$ cat config.mk
export PLATFORM = sky130hd
export DESIGN_NAME = rtcp_cc_feedback_parser
export DESIGN_NICKNAME = d
export VERILOG_FILES = /design/src/rcfp_pkg.sv /design/src/rtcp_cc_feedback_parser.sv
export VERILOG_INCLUDE_DIRS = /design/src /design/src/src
export SDC_FILE = /design/constraint.sdc
export NUM_CORES = 1
export LEC_CHECK = 0
export ABC_CLOCK_PERIOD_IN_PS = 22200
export BUFFER_PORTS_ARGS = -buffer_cell sky130_fd_sc_hd__buf_4
export CORE_AREA = 2 2 266 268
export DETAILED_ROUTE_END_ITERATION = 6
export DIE_AREA = 0 0 268 270
export GPL_ROUTABILITY_DRIVEN = 0
export PLACE_DENSITY = 0.52
export SYNTH_ARGS = -nofsm -noshare
export SYNTH_HDL_FRONTEND = slang
export SYNTH_SLANG_ARGS = --single-unit
export TNS_END_PERCENT = 30
$ cat constraint.sdc
create_clock -name clk_i -period 22.2 [get_ports clk_i]
set_input_delay 4.44 -clock clk_i [delete_from_list [all_inputs] [get_ports clk_i]]
set_output_delay 4.44 -clock clk_i [all_outputs]
set_load 0.01 [all_outputs]
$ cat src/rtcp_cc_feedback_parser_macros.svh
// assertion macros shared by the feedback parser rtl
`ifndef RTCP_CC_FEEDBACK_PARSER_MACROS_SVH
`define RTCP_CC_FEEDBACK_PARSER_MACROS_SVH

// condition that must hold at every clock edge outside reset
`define RCFP_ASSERT(label, cond, msg) \
  label: assert property (@(posedge clk_i) disable iff (!rst_ni) (cond)) else $error(msg);

// same-cycle implication
`define RCFP_ASSERT_IMP(label, ante, cons, msg) \
  label: assert property (@(posedge clk_i) disable iff (!rst_ni) (ante) |-> (cons)) \
    else $error(msg);

// next-cycle implication
`define RCFP_ASSERT_NXT(label, ante, cons, msg) \
  label: assert property (@(posedge clk_i) disable iff (!rst_ni) (ante) |=> (cons)) \
    else $error(msg);

`endif

$ cat src/rcfp_pkg.sv
// types and constants of the congestion-control feedback parser
package rcfp_pkg;

  // parse position inside one feedback packet
  typedef enum logic [3:0] {
    PH_H0     = 4'd0,
    PH_H1     = 4'd1,
    PH_LEN    = 4'd2,
    PH_SND    = 4'd3,
    PH_BSSRC  = 4'd4,
    PH_BEGIN  = 4'd5,
    PH_END    = 4'd6,
    PH_METRIC = 4'd7,
    PH_PAD    = 4'd8,
    PH_TS     = 4'd9,
    PH_TAIL   = 4'd10
  } phase_e;

  // result kinds
  typedef enum logic [1:0] {
    KIND_METRIC  = 2'd0,
    KIND_TRAILER = 2'd1,
    KIND_ERROR   = 2'd2
  } kind_e;

  // error codes
  typedef enum logic [2:0] {
    ERR_NONE     = 3'd0,
    ERR_VERSION  = 3'd1,
    ERR_TYPE_FMT = 3'd2,
    ERR_LENGTH   = 3'd3,
    ERR_TRUNC    = 3'd4
  } err_e;

  // configuration register indexes
  localparam logic [1:0] CFG_PKT_TYPE    = 2'd0;
  localparam logic [1:0] CFG_FORMAT      = 2'd1;
  localparam logic [1:0] CFG_UNAVAILABLE = 2'd2;

  localparam int unsigned CfgAddrW = 2;
  localparam int unsigned CfgDataW = 13;
  localparam int unsigned OutDataW = 136;

  // protocol constants
  localparam logic [1:0]  RTCP_VERSION    = 2'd2;
  localparam logic [15:0] MIN_LENGTH      = 16'd2;
  localparam logic [16:0] BLOCK_HDR_WORDS = 17'd4;
  localparam logic [15:0] FULL_SEQ_SPAN   = 16'hffff;

  // reset values of the configuration registers
  localparam logic [7:0]  RST_PKT_TYPE    = 8'd205;
  localparam logic [4:0]  RST_FORMAT      = 5'd11;
  localparam logic [12:0] RST_UNAVAILABLE = 13'h1fff;

  // one result item
  typedef struct packed {
    kind_e       kind;
    logic [31:0] sender_ssrc;
    logic [31:0] media_ssrc;
    logic [15:0] sequence_res;
    logic [1:0]  ecn_bits;
    logic [12:0] arrival_offset;
    logic [31:0] report_timestamp;
    err_e        error_code;
  } res_t;

endpackage

$ cat src/rtcp_cc_feedback_parser.sv
// rtcp congestion-control feedback parser: byte stream in, metric/trailer/error records out
//
//   channel  | dir | handshake                    | payload
//   s_axis   | in  | tvalid/tready                | tdata = data_byte, tlast = end_of_packet
//   m_axis   | out | tvalid/tready                | tuser = kind, tdata = record fields
//   cfg      | in  | cfg_we_i, no wait            | cfg_addr_i, cfg_wdata_i
//
// one byte is taken every cycle while the output register does not stall; a byte waits in the
// input register and its record, if any, is written into the output register when it is parsed.
// the single-byte parse step between these two registers sets the rate.
// a stalled output register holds the byte in the input register, and s_axis_tready
// drops only while both registers are full. reset returns to the first header byte.
`include "rtcp_cc_feedback_parser_macros.svh"

module rtcp_cc_feedback_parser (
  input  logic                          clk_i,
  input  logic                          rst_ni,
  // byte stream
  input  logic                          s_axis_tvalid,
  output logic                          s_axis_tready,
  input  logic [7:0]                    s_axis_tdata,   // [7:0] data_byte
  input  logic                          s_axis_tlast,   // end_of_packet
  // record stream
  output logic                          m_axis_tvalid,
  input  logic                          m_axis_tready,
  // [31:0] sender_ssrc, [63:32] media_ssrc, [79:64] sequence_res, [81:80] ecn_bits,
  // [94:82] arrival_offset, [126:95] report_timestamp, [129:127] error_code, rest zero
  output logic [rcfp_pkg::OutDataW-1:0] m_axis_tdata,
  output logic [1:0]                    m_axis_tuser,   // [1:0] kind
  // configuration writes
  input  logic                          cfg_we_i,
  input  logic [rcfp_pkg::CfgAddrW-1:0] cfg_addr_i,
  input  logic [rcfp_pkg::CfgDataW-1:0] cfg_wdata_i
);
  import rcfp_pkg::*;

  // configuration registers
  logic [7:0]  pkt_type_q;
  logic [4:0]  format_q;
  logic [12:0] unavail_q;

  // input register
  logic        in_valid_q;
  logic [7:0]  in_byte_q;
  logic        in_last_q;

  // parse state
  phase_e      phase_q, phase_d;
  logic [1:0]  byte_idx_q, byte_idx_d;
  logic [31:0] shift_q, shift_d;
  logic [16:0] words_left_q, words_left_d;
  logic [15:0] metrics_left_q, metrics_left_d;
  logic        pad_pending_q, pad_pending_d;
  logic [31:0] sender_id_q, sender_id_d;
  logic [31:0] stream_id_q, stream_id_d;
  logic [15:0] begin_seq_q, begin_seq_d;
  logic [15:0] cur_seq_q, cur_seq_d;
  logic [4:0]  first_fmt_q, first_fmt_d;
  logic        dropping_q, dropping_d;

  // output register
  logic        out_valid_q;
  res_t        out_q;

  // step results
  logic        proc_en;
  logic        res_valid;
  res_t        res;

  // configuration port
  always_ff @(posedge clk_i or negedge rst_ni) begin
    if (!rst_ni) begin
      pkt_type_q <= RST_PKT_TYPE;
      format_q   <= RST_FORMAT;
      unavail_q  <= RST_UNAVAILABLE;
    end else if (cfg_we_i) begin
      case (cfg_addr_i)
        CFG_PKT_TYPE:    pkt_type_q <= cfg_wdata_i[7:0];
        CFG_FORMAT:      format_q   <= cfg_wdata_i[4:0];
        CFG_UNAVAILABLE: unavail_q  <= cfg_wdata_i[12:0];
        default: ;
      endcase
    end
  end

  // handshake: a byte is parsed when the output register can take its record
  assign proc_en       = in_valid_q && (!out_valid_q || m_axis_tready);
  assign s_axis_tready = !in_valid_q || proc_en;

  // input register
  always_ff @(posedge clk_i or negedge rst_ni) begin
    if (!rst_ni) begin
      in_valid_q <= 1'b0;
    end else if (s_axis_tready) begin
      in_valid_q <= s_axis_tvalid;
    end
  end

  always_ff @(posedge clk_i) begin
    if (s_axis_tready && s_axis_tvalid) begin
      in_byte_q <= s_axis_tdata;
      in_last_q <= s_axis_tlast;
    end
  end

  // one parse step per byte
  always_comb begin
    logic        err;
    err_e        err_code;
    logic        finished;
    logic [15:0] len;
    logic [15:0] diff;
    logic [16:0] cnt;
    logic [16:0] need;
    logic [16:0] wl_after_hdr;
    logic [7:0]  o1;
    logic [12:0] ato;
    phase_e      blk_next;

    err          = 1'b0;
    err_code     = ERR_NONE;
    finished     = 1'b0;
    len          = {shift_q[7:0], in_byte_q};
    diff         = len - begin_seq_q;
    cnt          = {1'b0, diff} + 17'd1;
    need         = cnt + {16'd0, cnt[0]};
    wl_after_hdr = words_left_q - BLOCK_HDR_WORDS;
    o1           = shift_q[7:0];
    ato          = {o1[4:0], in_byte_q};
    blk_next     = (words_left_q == 17'd0) ? PH_TS : PH_BSSRC;

    phase_d        = phase_q;
    byte_idx_d     = byte_idx_q;
    shift_d        = shift_q;
    words_left_d   = words_left_q;
    metrics_left_d = metrics_left_q;
    pad_pending_d  = pad_pending_q;
    sender_id_d    = sender_id_q;
    stream_id_d    = stream_id_q;
    begin_seq_d    = begin_seq_q;
    cur_seq_d      = cur_seq_q;
    first_fmt_d    = first_fmt_q;
    dropping_d     = dropping_q;

    res_valid = 1'b0;
    res       = '0;

    if (dropping_q) begin
      // skip to the end of a failed packet
      if (in_last_q) begin
        phase_d    = PH_H0;
        byte_idx_d = 2'd0;
        dropping_d = 1'b0;
      end
    end else begin
      shift_d = {shift_q[23:0], in_byte_q};
      case (phase_q)
        PH_H0: begin
          first_fmt_d = in_byte_q[4:0];
          if (in_byte_q[7:6] != RTCP_VERSION) begin
            err      = 1'b1;
            err_code = ERR_VERSION;
          end else begin
            phase_d = PH_H1;
          end
        end
        PH_H1: begin
          if (in_byte_q != pkt_type_q || first_fmt_q != format_q) begin
            err      = 1'b1;
            err_code = ERR_TYPE_FMT;
          end else begin
            phase_d    = PH_LEN;
            byte_idx_d = 2'd0;
          end
        end
        PH_LEN: begin
          if (byte_idx_q == 2'd0) begin
            byte_idx_d = 2'd1;
          end else if (len < MIN_LENGTH) begin
            err      = 1'b1;
            err_code = ERR_LENGTH;
          end else begin
            words_left_d = {len - MIN_LENGTH, 1'b0};
            phase_d      = PH_SND;
            byte_idx_d   = 2'd0;
          end
        end
        PH_SND: begin
          if (byte_idx_q != 2'd3) begin
            byte_idx_d = byte_idx_q + 2'd1;
          end else begin
            sender_id_d = shift_d;
            byte_idx_d  = 2'd0;
            phase_d     = blk_next;
          end
        end
        PH_BSSRC: begin
          if (byte_idx_q == 2'd0 && words_left_q < BLOCK_HDR_WORDS) begin
            err      = 1'b1;
            err_code = ERR_LENGTH;
          end else if (byte_idx_q != 2'd3) begin
            byte_idx_d = byte_idx_q + 2'd1;
          end else begin
            stream_id_d = shift_d;
            phase_d     = PH_BEGIN;
            byte_idx_d  = 2'd0;
          end
        end
        PH_BEGIN: begin
          if (byte_idx_q == 2'd0) begin
            byte_idx_d = 2'd1;
          end else begin
            begin_seq_d = len;
            phase_d     = PH_END;
            byte_idx_d  = 2'd0;
          end
        end
        PH_END: begin
          if (byte_idx_q == 2'd0) begin
            byte_idx_d = 2'd1;
          end else if (diff == FULL_SEQ_SPAN) begin
            err      = 1'b1;
            err_code = ERR_LENGTH;
          end else begin
            words_left_d = wl_after_hdr;
            if (wl_after_hdr < need) begin
              err      = 1'b1;
              err_code = ERR_LENGTH;
            end else begin
              words_left_d   = wl_after_hdr - need;
              metrics_left_d = cnt[15:0];
              pad_pending_d  = cnt[0];
              cur_seq_d      = begin_seq_q;
              phase_d        = PH_METRIC;
              byte_idx_d     = 2'd0;
            end
          end
        end
        PH_METRIC: begin
          if (byte_idx_q == 2'd0) begin
            byte_idx_d = 2'd1;
          end else begin
            // received bit set and offset known: emit a metric record
            if (o1[7] && ato != unavail_q) begin
              res_valid          = 1'b1;
              res.kind           = KIND_METRIC;
              res.sender_ssrc    = sender_id_q;
              res.media_ssrc     = stream_id_q;
              res.sequence_res   = cur_seq_q;
              res.ecn_bits       = o1[6:5];
              res.arrival_offset = ato;
            end
            cur_seq_d      = cur_seq_q + 16'd1;
            metrics_left_d = metrics_left_q - 16'd1;
            byte_idx_d     = 2'd0;
            if (metrics_left_q == 16'd1) begin
              phase_d = pad_pending_q ? PH_PAD : blk_next;
            end
          end
        end
        PH_PAD: begin
          if (byte_idx_q == 2'd0) begin
            byte_idx_d = 2'd1;
          end else begin
            pad_pending_d = 1'b0;
            byte_idx_d    = 2'd0;
            phase_d       = blk_next;
          end
        end
        PH_TS: begin
          if (byte_idx_q != 2'd3) begin
            byte_idx_d = byte_idx_q + 2'd1;
          end else begin
            res_valid            = 1'b1;
            res.kind             = KIND_TRAILER;
            res.sender_ssrc      = sender_id_q;
            res.report_timestamp = shift_d;
            finished             = 1'b1;
            phase_d              = PH_TAIL;
            byte_idx_d           = 2'd0;
          end
        end
        default: begin
          // byte past the report timestamp
          err      = 1'b1;
          err_code = ERR_TRUNC;
        end
      endcase

      // end flag anywhere but on the last timestamp byte
      if (!err && in_last_q && !finished) begin
        err      = 1'b1;
        err_code = ERR_TRUNC;
      end

      if (err) begin
        res_valid      = 1'b1;
        res            = '0;
        res.kind       = KIND_ERROR;
        res.error_code = err_code;
        if (!in_last_q) begin
          dropping_d = 1'b1;
        end
      end

      if (in_last_q) begin
        phase_d    = PH_H0;
        byte_idx_d = 2'd0;
        dropping_d = 1'b0;
      end
    end
  end

  // parse state registers
  always_ff @(posedge clk_i or negedge rst_ni) begin
    if (!rst_ni) begin
      phase_q        <= PH_H0;
      byte_idx_q     <= 2'd0;
      shift_q        <= '0;
      words_left_q   <= '0;
      metrics_left_q <= '0;
      pad_pending_q  <= 1'b0;
      sender_id_q    <= '0;
      stream_id_q    <= '0;
      begin_seq_q    <= '0;
      cur_seq_q      <= '0;
      first_fmt_q    <= '0;
      dropping_q     <= 1'b0;
    end else if (proc_en) begin
      phase_q        <= phase_d;
      byte_idx_q     <= byte_idx_d;
      shift_q        <= shift_d;
      words_left_q   <= words_left_d;
      metrics_left_q <= metrics_left_d;
      pad_pending_q  <= pad_pending_d;
      sender_id_q    <= sender_id_d;
      stream_id_q    <= stream_id_d;
      begin_seq_q    <= begin_seq_d;
      cur_seq_q      <= cur_seq_d;
      first_fmt_q    <= first_fmt_d;
      dropping_q     <= dropping_d;
    end
  end

  // output register
  always_ff @(posedge clk_i or negedge rst_ni) begin
    if (!rst_ni) begin
      out_valid_q <= 1'b0;
    end else if (proc_en) begin
      out_valid_q <= res_valid;
    end else if (m_axis_tready) begin
      out_valid_q <= 1'b0;
    end
  end

  always_ff @(posedge clk_i) begin
    if (proc_en && res_valid) begin
      out_q <= res;
    end
  end

  assign m_axis_tvalid = out_valid_q;
  assign m_axis_tuser  = out_q.kind;
  assign m_axis_tdata  = {6'd0, out_q.error_code, out_q.report_timestamp,
                          out_q.arrival_offset, out_q.ecn_bits, out_q.sequence_res,
                          out_q.media_ssrc, out_q.sender_ssrc};

  // report block word counts stay even
  `RCFP_ASSERT(a_words_even, !words_left_q[0], "odd report block word count")
  // a metric phase always has metrics to go
  `RCFP_ASSERT_IMP(a_metrics_nonzero, phase_q == PH_METRIC, metrics_left_q != 16'd0,
                   "metric phase with no metrics left")
  // nothing is emitted while dropping a failed packet
  `RCFP_ASSERT_IMP(a_drop_silent, proc_en && dropping_q, !res_valid,
                   "record emitted while dropping")
  // an error record always carries a code
  `RCFP_ASSERT_IMP(a_err_code, res_valid && res.kind == KIND_ERROR,
                   res.error_code != ERR_NONE, "error record without code")
  // a held byte stays in the input register
  `RCFP_ASSERT_NXT(a_in_hold, in_valid_q && !proc_en,
                   in_valid_q && $stable(in_byte_q) && $stable(in_last_q), "held byte lost")

endmodule
Word-level counts from Yosys, hierarchy flattened:

Index checks and enable logic that the tools add are counted.

* $lt $le $gt $ge: 3
* add/subtract/negate cells: 9
* multiplexer cells: 99
* reductions and logical operators: 45
* bitwise gates (word level): 8
* equality and inequality tests: 44

Operator list (number)
* $mux 95: 2
* $mux 132: 1
* $mux 16: 8
* $mux 17: 5
* $mux 4: 20
* $pmux 34 s2: 1
* $mux 32: 2
* $pmux 16 s2: 2
* $mux 63: 1
* $ne 3x3->1 const B: 15
* $pmux 4 s10: 1
* $mux 2: 18
* $pmux 17 s2: 1
* $mux 33: 1
* $mux 1: 30
* $reduce_and 7->1: 3
* $ne 2x2->1 const B: 10
* $pmux 3 s6: 1
* $reduce_and 18->1: 1
* $add 16x1->17 const B: 1
* $add 17x1->17: 1
* $logic_not 17->1: 1
* $lt 17x17->1: 1
* $lt 17x3->1 const B: 1
* 42 further kinds: 80

* flip-flop bits (word level): 335
* bits of input ports: 29
* word-level logic and storage cells: 237
* output and inout bits: 140

Depth between registers and ports, before layout:

Gate-level depths: netlist of run 1.

* depth in word-level cells: 17
* gate-level depth with buffers: 27
* gate-level depth less buffers: 24

Worst setup path after synthesis of run 1:

No wires, ideal clock.

* path type: input -> register
* start: input port m_axis_tready
* end: register out_q, in the netlist m_axis_tdata[0], enable pin
* arrival: 11741 ps
* buffers on the path: 2
* required time: 21498 ps
* path slack: 9757 ps
* library setup time: 702 ps
* stages: 7
* cells stage by stage: nand2b_1 -> nand2_1 -> inv_1 -> nand2_1 -> clkbuf_1 -> buf_1 -> a31oi_1

* cells in the longest elaborated chain, start to end: 3

RTL lines
* start: declaration: RTL line rtcp_cc_feedback_parser.sv:25 `input logic m_axis_tready,`
* $logic_or 1x1->1: RTL line rtcp_cc_feedback_parser.sv:87 `assign proc_en = in_valid_q && (!out_valid_q || m_axis_tready);`
* $logic_and 1x1->1: RTL line rtcp_cc_feedback_parser.sv:87
* $logic_and 1x1->1: RTL line rtcp_cc_feedback_parser.sv:357 `if (proc_en && res_valid) begin`
* end signal: assignment: RTL line rtcp_cc_feedback_parser.sv:358 `out_q <= res;`
* end: declaration: RTL line rtcp_cc_feedback_parser.sv:63 `res_t out_q;`

No other way between the ends.
A chain may end at the register's enable or synchronous reset.

Worst setup path after layout of run 1:

* start: input port m_axis_tready
* end: output port s_axis_tready

* cells in the longest elaborated chain, start to end: 3

RTL lines
* $logic_or 1x1->1: RTL line rtcp_cc_feedback_parser.sv:87
* $logic_and 1x1->1: RTL line rtcp_cc_feedback_parser.sv:87
* $logic_or 1x1->1: RTL line rtcp_cc_feedback_parser.sv:88 `assign s_axis_tready = !in_valid_q || proc_en;`
* end: declaration: RTL line rtcp_cc_feedback_parser.sv:20 `output logic s_axis_tready,`

No other way between the ends.

==> results_dict.tcl, run 1 <==
set metrics [dict create \
    status "finished, final reports clean" \
    rsz0062_at_grt "false" \
    layout_min_cycle_time_ps 9380 \
    grt_pass1_vias 12800 \
    cts_root_buf "clkbuf_16" \
    synthCells 1611 \
    endpoint_kind "output port" \
    place_hpwl_um 33800 \
    rows 97 \
    drive_above_1_share_pct 22.9 \
    synth_top_area_share_pct 24.9 \
    fillers 7165 \
    reg2reg_to "m_axis_tdata[13]" \
    ys_types 79 \
    die_area_mm2 0.0724 \
    area_growth_syn_to_layout_pct 20.1 \
    wl_per_cell_um 18.0 \
    synth_simple_gate_area_share_pct 16.8 \
    synth_ff_type "dfrtp_1" \
    drc 0 \
    track_usage_pct 13.4 \
    crit_arrival_ps 4940 \
    grt_max_degree 92 \
    ant_nets 0 \
    clock.fmax_mhz 107 \
    io_pins 169 \
    synth_area_mm2 0.0173 \
    critPathRequiredTime_ps 17760 \
    worst_pin_slew_ps 1100 \
    clock-sinks 334 \
    cts_resized 0 \
    core_mm2 0.0695 \
    p_leak_nw 9.02 \
    insertion_delay_ps 550 \
    synthTopCellsByCount "179 x nand2_1, 172 x dfrtp_1, 141 x edfxtp_1, 135 x and3_1, 105 x mux2_2" \
    cts_buffer_depth 3 \
    cp-start-kind "input port" \
    yosysSeqAreaShare_pct 52.7 \
    synth-compound-area-share_pct 10.8 \
    num-nets-final 1818 \
    hold_depth 2 \
    cts-hold-fix-buffers 0 \
    via_per_inst 4.73 \
    r2r_slack_ps 14100 \
    fp.dieH_um 270 \
    cp_max_fo 3 \
    maxSlewHeadroom_pct 26.7 \
    path_class "in -> out" \
    placed_cell_area_mm2 0.0194 \
    post_cts_buffers 0 \
    synth_mux_area_share_pct 7.32 \
    initial_utilization_pct 24.8 \
    routed_wl_um 49000 \
    fin_area_mm2 0.0207 \
    htree_levels 2 \
    firstDrtPassIters 5 \
    hold_end "stream_id_q[2]" \
    finalSetupViolations 0 \
    dieWidth_um 268 \
    num_vias 12800 \
    grt-ovfl-total 0 \
    fin_crit_sh_pct 42.3 \
    portBuffers 162 \
    peakVddDrop_mv 0.103 \
    synth_top_family_by_area "simple AND/OR/NAND/NOR gates" \
    antenna_found_initial 1 \
    synthAdderAreaFrac_pct 3.22 \
    synth.avg_cell_area_um2 10.7 \
    path_clk_slew_ps 60 \
    synthArstFlopShare_pct 57.8 \
    skew_ps 15.2 \
    ys_top_cells_by_area "dfrtp_1 25%, edfxtp_1 25%, mux2_2 6.9%" \
    maxCapViolCount 0 \
    hold_slack_ps 489 \
    yosys.area.top_type "dfrtp_1" \
    yosysMostFrequentCell "nand2_1" \
    reg2regPathDepth 25 \
    tns_ps 0 \
    total_power_mw 2.72 \
    ys_ff_latch 334 \
    drtIter0Drc 1010 \
    min_from "stream_id_q[2]" \
    synth_xor_xnor_area_share_pct 5.21 \
    slew_viol_final 0 \
    powerDensity_mw_per_mm2 131 \
    tritoncts "built" \
    hold_class "reg -> reg" \
    synth_edf_count 141 \
    finalHoldViolations 0 \
    yosysWarnings 0 \
    grt_pass1_wl_um 75600 \
    cts_buffers 38 \
    worst_r2r_startpoint "in_byte_q[0]" \
]
==> area by class of cell <==
cell class                 count  area (um^2)  share of cell area, %
antenna                        1         2.50                 0.0121
tap                          940         1180                   5.68
timing repair buffer         193         1460                   7.02
multi-input combinational   1137         7550                   36.5
clock inverter                22          269                   1.30
inverter                      42          158                  0.761
clock buffer                  47         1020                   4.90
sequential                   334         9090                   43.9
==> cells in the final DEF (no fill, tap or decap), types with 47 or more instances in the layout <==
| cell | n |
|---|---|
| and3_1 | 135 |
| edfxtp_1 | 141 |
| xnor2_1 | 47 |
| o21ai_0 | 82 |
| a21oi_1 | 83 |
| nor2_1 | 85 |
| dfrtp_1 | 172 |
| xor2_1 | 52 |
| nand2_1 | 179 |
| buf_4 | 192 |
| mux2_2 | 105 |
==> through the flow <==
stage	setup WS, ps	cells	util (%)
floorplan	9760	1616	-
global placement	12780	2646	27.9
detailed placement	12810	2646	27.9
CTS	12820	2715	29.8
global route	12720	2715	29.8
finish	12820	2716	29.8
==> worst max-delay path by stage <==
stage             startpoint         endpoint  slack [ps]  cells after the start
2_1_floorplan  m_axis_tready  m_axis_tdata[0]        9760                      7
3_3_place_gp   m_axis_tready    s_axis_tready       12780                      4
3_5_place_dp   m_axis_tready    s_axis_tready       12810                      4
4_1_cts        m_axis_tready    s_axis_tready       12820                      4
5_1_grt        m_axis_tready    s_axis_tready       12720                      4
6_report       m_axis_tready    s_axis_tready       12820                      4
==> cell families (layout without fill, tap and decap cells) <==
group / count (synthesis) / count (layout)
buffers and inverters: 145 / 304
XOR/XNOR: 101 / 101
AO/OA/AOI/OAI: 299 / 299
multiplexers: 113 / 113
adder cells (fa/ha/maj): 44 / 44
other: 1 / 7
flip-flops: 334 / 334
AND/OR/NAND/NOR: 574 / 574
==> metal layers <==
metal	vias up	track usage, %	share of wire (%)
met5	-	0	0
met2	367	22.8	49
li1	6072	-	-
met1	6318	17.3	44
met4	0	3.75	2.4
met3	81	2.32	5.3
==> worst max-delay path, cell delays in order <==
cell and delay [ps]:
buf_4 110, nor2b_1 130, nand2_1 100, buf_4 150
==> power breakdown <==
group / internal (mW) / switching, mW / total, mW
logic: 0.461 / 0.744 / 1.21
clock network: 0.396 / 0.258 / 0.654
registers: 0.781 / 0.0766 / 0.857
total: 1.64 / 1.08 / 2.72
==> state kept, by name, indices dropped and copies added (netlist names), 5 cells and up <==
register / cells
sender_id_q: 32
format_q: 5
first_fmt_q: 5
m_axis_tdata: 130
metrics_left_q: 16
unavail_q: 13
in_byte_q: 8
pkt_type_q: 8
cur_seq_q: 16
stream_id_q: 32
words_left_q: 16
begin_seq_q: 16
shift_q: 24
Note: power is estimated with default switching activity, not from simulation.
==> run 2, diff against run 1 <==
Settings changed: ABC_CLOCK_PERIOD_IN_PS 22200 to 7800, PLACE_DENSITY 0.52 to 0.54.
Clock period 22.2 ns to 7.8 ns, I/O delays scaled along.
==> run 2 against run 1 <==
  * Design area rose by 0.82%
  * Critical path type is now reg -> reg
  * Register-to-register slack got worse by 13000 ps
  * Largest power group unchanged
  * Critical endpoint is now m_axis_tdata[42]
  * Non-clock buffer count rose by 5
  * Clock power rose to 3.0 times the previous value
  * Clock-buffer cell count rose by 5
==> results_dict.tcl, run 2 (same netlist as run 1, synthesis figures left out) <==
set metrics [dict create \
    status "finished, final reports clean" \
    place_hpwl_um 35400 \
    num_vias 12900 \
    cts_root_buf "clkbuf_16" \
    num_antenna_cells 0 \
    ant_nets 0 \
    drc 0 \
    antenna_found_initial 1 \
    register_area_mm2 0.00909 \
    cts-hold-fix-buffers 0 \
    tritoncts "built" \
    max_stage_delay_ps 530 \
    tns_ps 0 \
    fillers 7118 \
    area_growth_syn_to_layout_pct 21.1 \
    critPathTopFamily "compound AO/OA/AOI/OAI gates" \
    powerDensity_mw_per_mm2 378 \
    via_per_inst 4.75 \
    worst_pin_slew_ps 1230 \
    maxSlewHeadroom_pct 17.9 \
    die_area_mm2 0.0724 \
    htree_levels 2 \
    layout_min_cycle_time_ps 7170 \
    routed-wl-met2_um 24800 \
    dieWidth_um 268 \
    fp.dieH_um 270 \
    path_class "reg -> reg" \
    portBuffers 162 \
    drtIter0Drc 1069 \
    rows 97 \
    finalSetupViolations 0 \
    crit_arrival_ps 7400 \
    core_mm2 0.0695 \
    m1WireLength_um 21900 \
    wl_per_cell_um 18.4 \
    io_pins 169 \
    path_clk_slew_ps 60 \
    placed_cell_area_mm2 0.0195 \
    mostFrequentLayoutCells "192 x buf_4, 179 x nand2_1, 172 x dfrtp_1" \
    grt_pass1_wl_um 77300 \
    grt_pass1_vias 12800 \
    num-nets-final 1824 \
    finalHoldViolations 0 \
    slowest_stage "or4_1" \
    endpoint_kind "flop" \
    rsz0062_at_grt "false" \
    dr_wl_met3_um 2200 \
    cts_buffer_depth 3 \
    skew_ps 17.8 \
    p_leak_nw 9.09 \
    critPathRequiredTime_ps 8030 \
    top_layer "met4" \
    fin_crit_sh_pct 92.0 \
    routed_wl_um 50100 \
    track_usage_pct 13.7 \
    cp_max_fo 46 \
    maxCapViolCount 0 \
    firstDrtPassIters 5 \
    largest_register_ff_count 130 \
    initial_utilization_pct 24.8 \
    multi_input_area_mm2 0.00755 \
    path_buf_inv 3 \
    clock-sinks 334 \
    layout_commonest_cell "buf_4" \
    cts_resized 0 \
    grt-ovfl-total 0 \
    drive_above_1_share_pct 23.2 \
    fin_area_mm2 0.0209 \
    hold_class "reg -> reg" \
    clock.fmax_mhz 139 \
    cp-start-kind "flop" \
    insertion_delay_ps 560 \
    grt_max_degree 72 \
    cts_buffers 39 \
    slew_viol_final 0 \
    post_cts_buffers 0 \
    peakVddDrop_mv 0.309 \
]
-- run 2: routing by layer --
layer | vias up | global-route usage [%]
li1 | 6064 | -
met4 | 0 | 4.18
met3 | 76 | 1.90
met5 | - | 0
met2 | 337 | 23.8
met1 | 6449 | 17.5
-- run 2: worst paths after layout --
check / depth (start not counted) / to / slack (ps) / from
setup / recovery: 25 / m_axis_tdata[42] / 630 / in_byte_q[0]
hold / removal: 2 / stream_id_q[1] / 500 / stream_id_q[1]
setup reg to reg: 25 / m_axis_tdata[42] / 630 / in_byte_q[0]
hold reg to reg: 2 / stream_id_q[1] / 500 / stream_id_q[1]
max in group asynchronous: 2 / sender_id_q[3] / 5470 / rst_ni
min in group asynchronous: 1 / stream_id_q[10] / 970 / rst_ni
-- run 2: worst register-to-register path: cells and delay by family (launching register included) --
family                     cells  cell delay, ps
xor gates and xnor gates       1             180
and+or+nand+nor                6            1560
adders and majority gates      3            1070
DFF                            1             480
buffers and inverters          3             690
AOI/OAI and AO/OA             12            2880
-- run 2: final cells by class --
type                    instances  area share [%]
clock inverters                20            1.20
clock buffers                  52            5.30
well taps                     940            5.63
multi-input cells            1137            36.2
repair buffers                198            7.45
inverters                      42           0.755
flip-flops and latches        334            43.5
-- run 2: metrics by stage --
step / hold WS, ps / power, mW / setup slack, ps / instances / util [%]
detailed placement: 466 / 5.99 / 718 / 2651 / 28.1
global placement: 466 / 5.94 / 890 / 2651 / 28.1
global route: 505 / 8.43 / 41.7 / 2723 / 30.0
finish: 495 / 7.90 / 627 / 2723 / 30.0
floorplan: 442 / 4.82 / 15.2 / 1616 / -
CTS: 497 / 7.95 / 671 / 2723 / 30.0
-- run 2: power by group --
group / total, mW / switching, mW / internal (mW)
Combinational: 3.53 / 2.17 / 1.36
Sequential: 2.44 / 0.223 / 2.22
Clock: 1.93 / 0.758 / 1.17
==> run 3, diff against run 2 <==
Settings changed: CORE_AREA 2 2 266 268 to 2 2 189 191, DIE_AREA 0 0 268 270 to 0 0 191 193, PLACE_DENSITY 0.54 to 0.83.
==> run 3 against run 2 <==
  * Fmax fell by 2.4%
  * Power shrank 2.2%
  * Critical path depth unchanged
  * Die area decreased by 49%
  * Sequential cell count unchanged
  * Non-clock buffer count shrank 1
  * Global-route usage up 11 points
  * Core utilization grew 27 points
  * Final cell count decreased by 18%
  * Critical path type unchanged
  * Largest cell class unchanged
  * Largest power group unchanged
  * Highest routed layer unchanged
==> results_dict.tcl, run 3 (same netlist as run 1, synthesis figures left out) <==
set metrics [dict create \
    status "finished, final reports clean" \
    endpoint_kind "flop" \
    path_class "reg -> reg" \
    insertion_delay_ps 530 \
    peakVddDrop_mv 0.273 \
    layout_min_cycle_time_ps 7350 \
    clock-sinks 334 \
    tns_ps 0 \
    cts-hold-fix-buffers 0 \
    rows 69 \
    die_area_mm2 0.0369 \
    grt_pass1_wl_um 71600 \
    maxCapViolCount 0 \
    skew_ps 13.9 \
    maxSlewHeadroom_pct 24.0 \
    fin_util_pct 57.5 \
    grt_max_degree 123 \
    drtIter0Drc 1235 \
    firstDrtPassIters 5 \
    critPathRequiredTime_ps 8020 \
    p_leak_nw 9.00 \
    cts_buffers 36 \
    drc 0 \
    ant_nets 0 \
    cp_max_fo 16 \
    io_pins 169 \
    core_mm2 0.0350 \
    largest_register_ff_count 130 \
    wl_per_cell_um 20.8 \
    hold_class "reg -> reg" \
    cp-start-kind "flop" \
    cts_root_buf "clkbuf_16" \
    num_vias 13500 \
    antenna_found_initial 0 \
    mostFrequentLayoutCells "192 x buf_4, 179 x nand2_1, 172 x dfrtp_1" \
    htree_levels 2 \
    fillers 2730 \
    grt-ovfl-total 0 \
    layout_commonest_cell "buf_4" \
    crit_arrival_ps 7560 \
    fp.dieH_um 193 \
    portBuffers 162 \
    tritoncts "built" \
    num-nets-final 1820 \
    grt_pass1_vias 13000 \
    fin_crit_sh_pct 94.2 \
    slew_viol_final 0 \
    via_per_inst 6.03 \
    worst_pin_slew_ps 1140 \
    finalHoldViolations 0 \
    powerDensity_mw_per_mm2 384 \
    cts_buffer_depth 3 \
    drive_above_1_share_pct 22.7 \
    path_clk_slew_ps 60 \
    finalSetupViolations 0 \
    clock.fmax_mhz 136 \
    area_growth_syn_to_layout_pct 16.6 \
    crit_start "in_byte_q[0]" \
    track_usage_pct 24.9 \
    routed_wl_um 46500 \
    dieWidth_um 191 \
    worst_r2r_startpoint "in_byte_q[0]" \
    post_cts_buffers 0 \
    place_hpwl_um 30700 \
    cts_resized 0 \
    rsz0062_at_grt "false" \
    min_from "sender_id_q[12]" \
    initial_utilization_pct 49.3 \
]
==> run 3: layer usage <==
layer | GRT usage [%] | routed length [um] | vias up
li1 | - | - | 6076
met5 | 0 | 0 | -
met1 | 33.2 | 18800 | 6566
met4 | 11.6 | 2250 | 0
met3 | 5.05 | 4120 | 157
met2 | 39.4 | 21300 | 700
==> run 3: power by group <==
part / switching (mW) / internal (mW)
Sequential: 0.230 / 2.22
Combinational: 2.18 / 1.35
Clock: 0.717 / 1.02
Total: 3.13 / 4.59
==> run 3: path summary, 6_finish.rpt <==
path	to	slack (ps)	cells after the start
min in group asynchronous	sender_id_q[30]	1160	1
max reg2reg	m_axis_tdata[127]	450	25
min	sender_id_q[12]	500	1
min reg2reg	sender_id_q[12]	500	1
max	m_axis_tdata[127]	450	25
max in group asynchronous	shift_q[6]	5130	2
==> run 3: per-stage QoR <==
stage          setup slack (ps)  cells  hold WS, ps  instance area (um^2)  total power [mW]
6_report                    453   2239          498                 20100              7.72
3_3_place_gp                883   2171          457                 18900              5.75
3_5_place_dp                735   2171          486                 18900              5.85
4_1_cts                     673   2237          499                 20100              7.63
5_1_grt                    68.9   2237          510                 20100              8.11
2_1_floorplan              15.2   1616          442                 17300              4.82
==> run 3: critical path: stages (launching register included) <==
cell      delay [ps]
edfxtp_1         470
inv_1            370
ha_1             240
inv_1             60
fa_1             430
a211oi_2         310
nor2_1           110
a2111o_1         440
nor2_1           330
nand2_1          110
o22ai_1          250
nand3b_1         210
maj3_1           410
nor2_1           150
xor2_1           170
ha_1             290
inv_1            100
o21ai_0          130
o32ai_1          500
o31a_1           290
a21oi_1          120
o21ai_0          280
a21oi_2          100
and2_1           220
a31oi_4          580
buf_4            360
==> run 3: area by class of cell <==
cell class	instances	area (um^2)	area share, %
inverters	42	158	0.784
clock buffers	48	966	4.80
well taps	461	577	2.87
clock inverters	18	236	1.18
flip-flops and latches	334	9090	45.2
multi-input cells	1137	7550	37.5
repair buffers	197	1540	7.63
diodes	2	5.00	0.0249
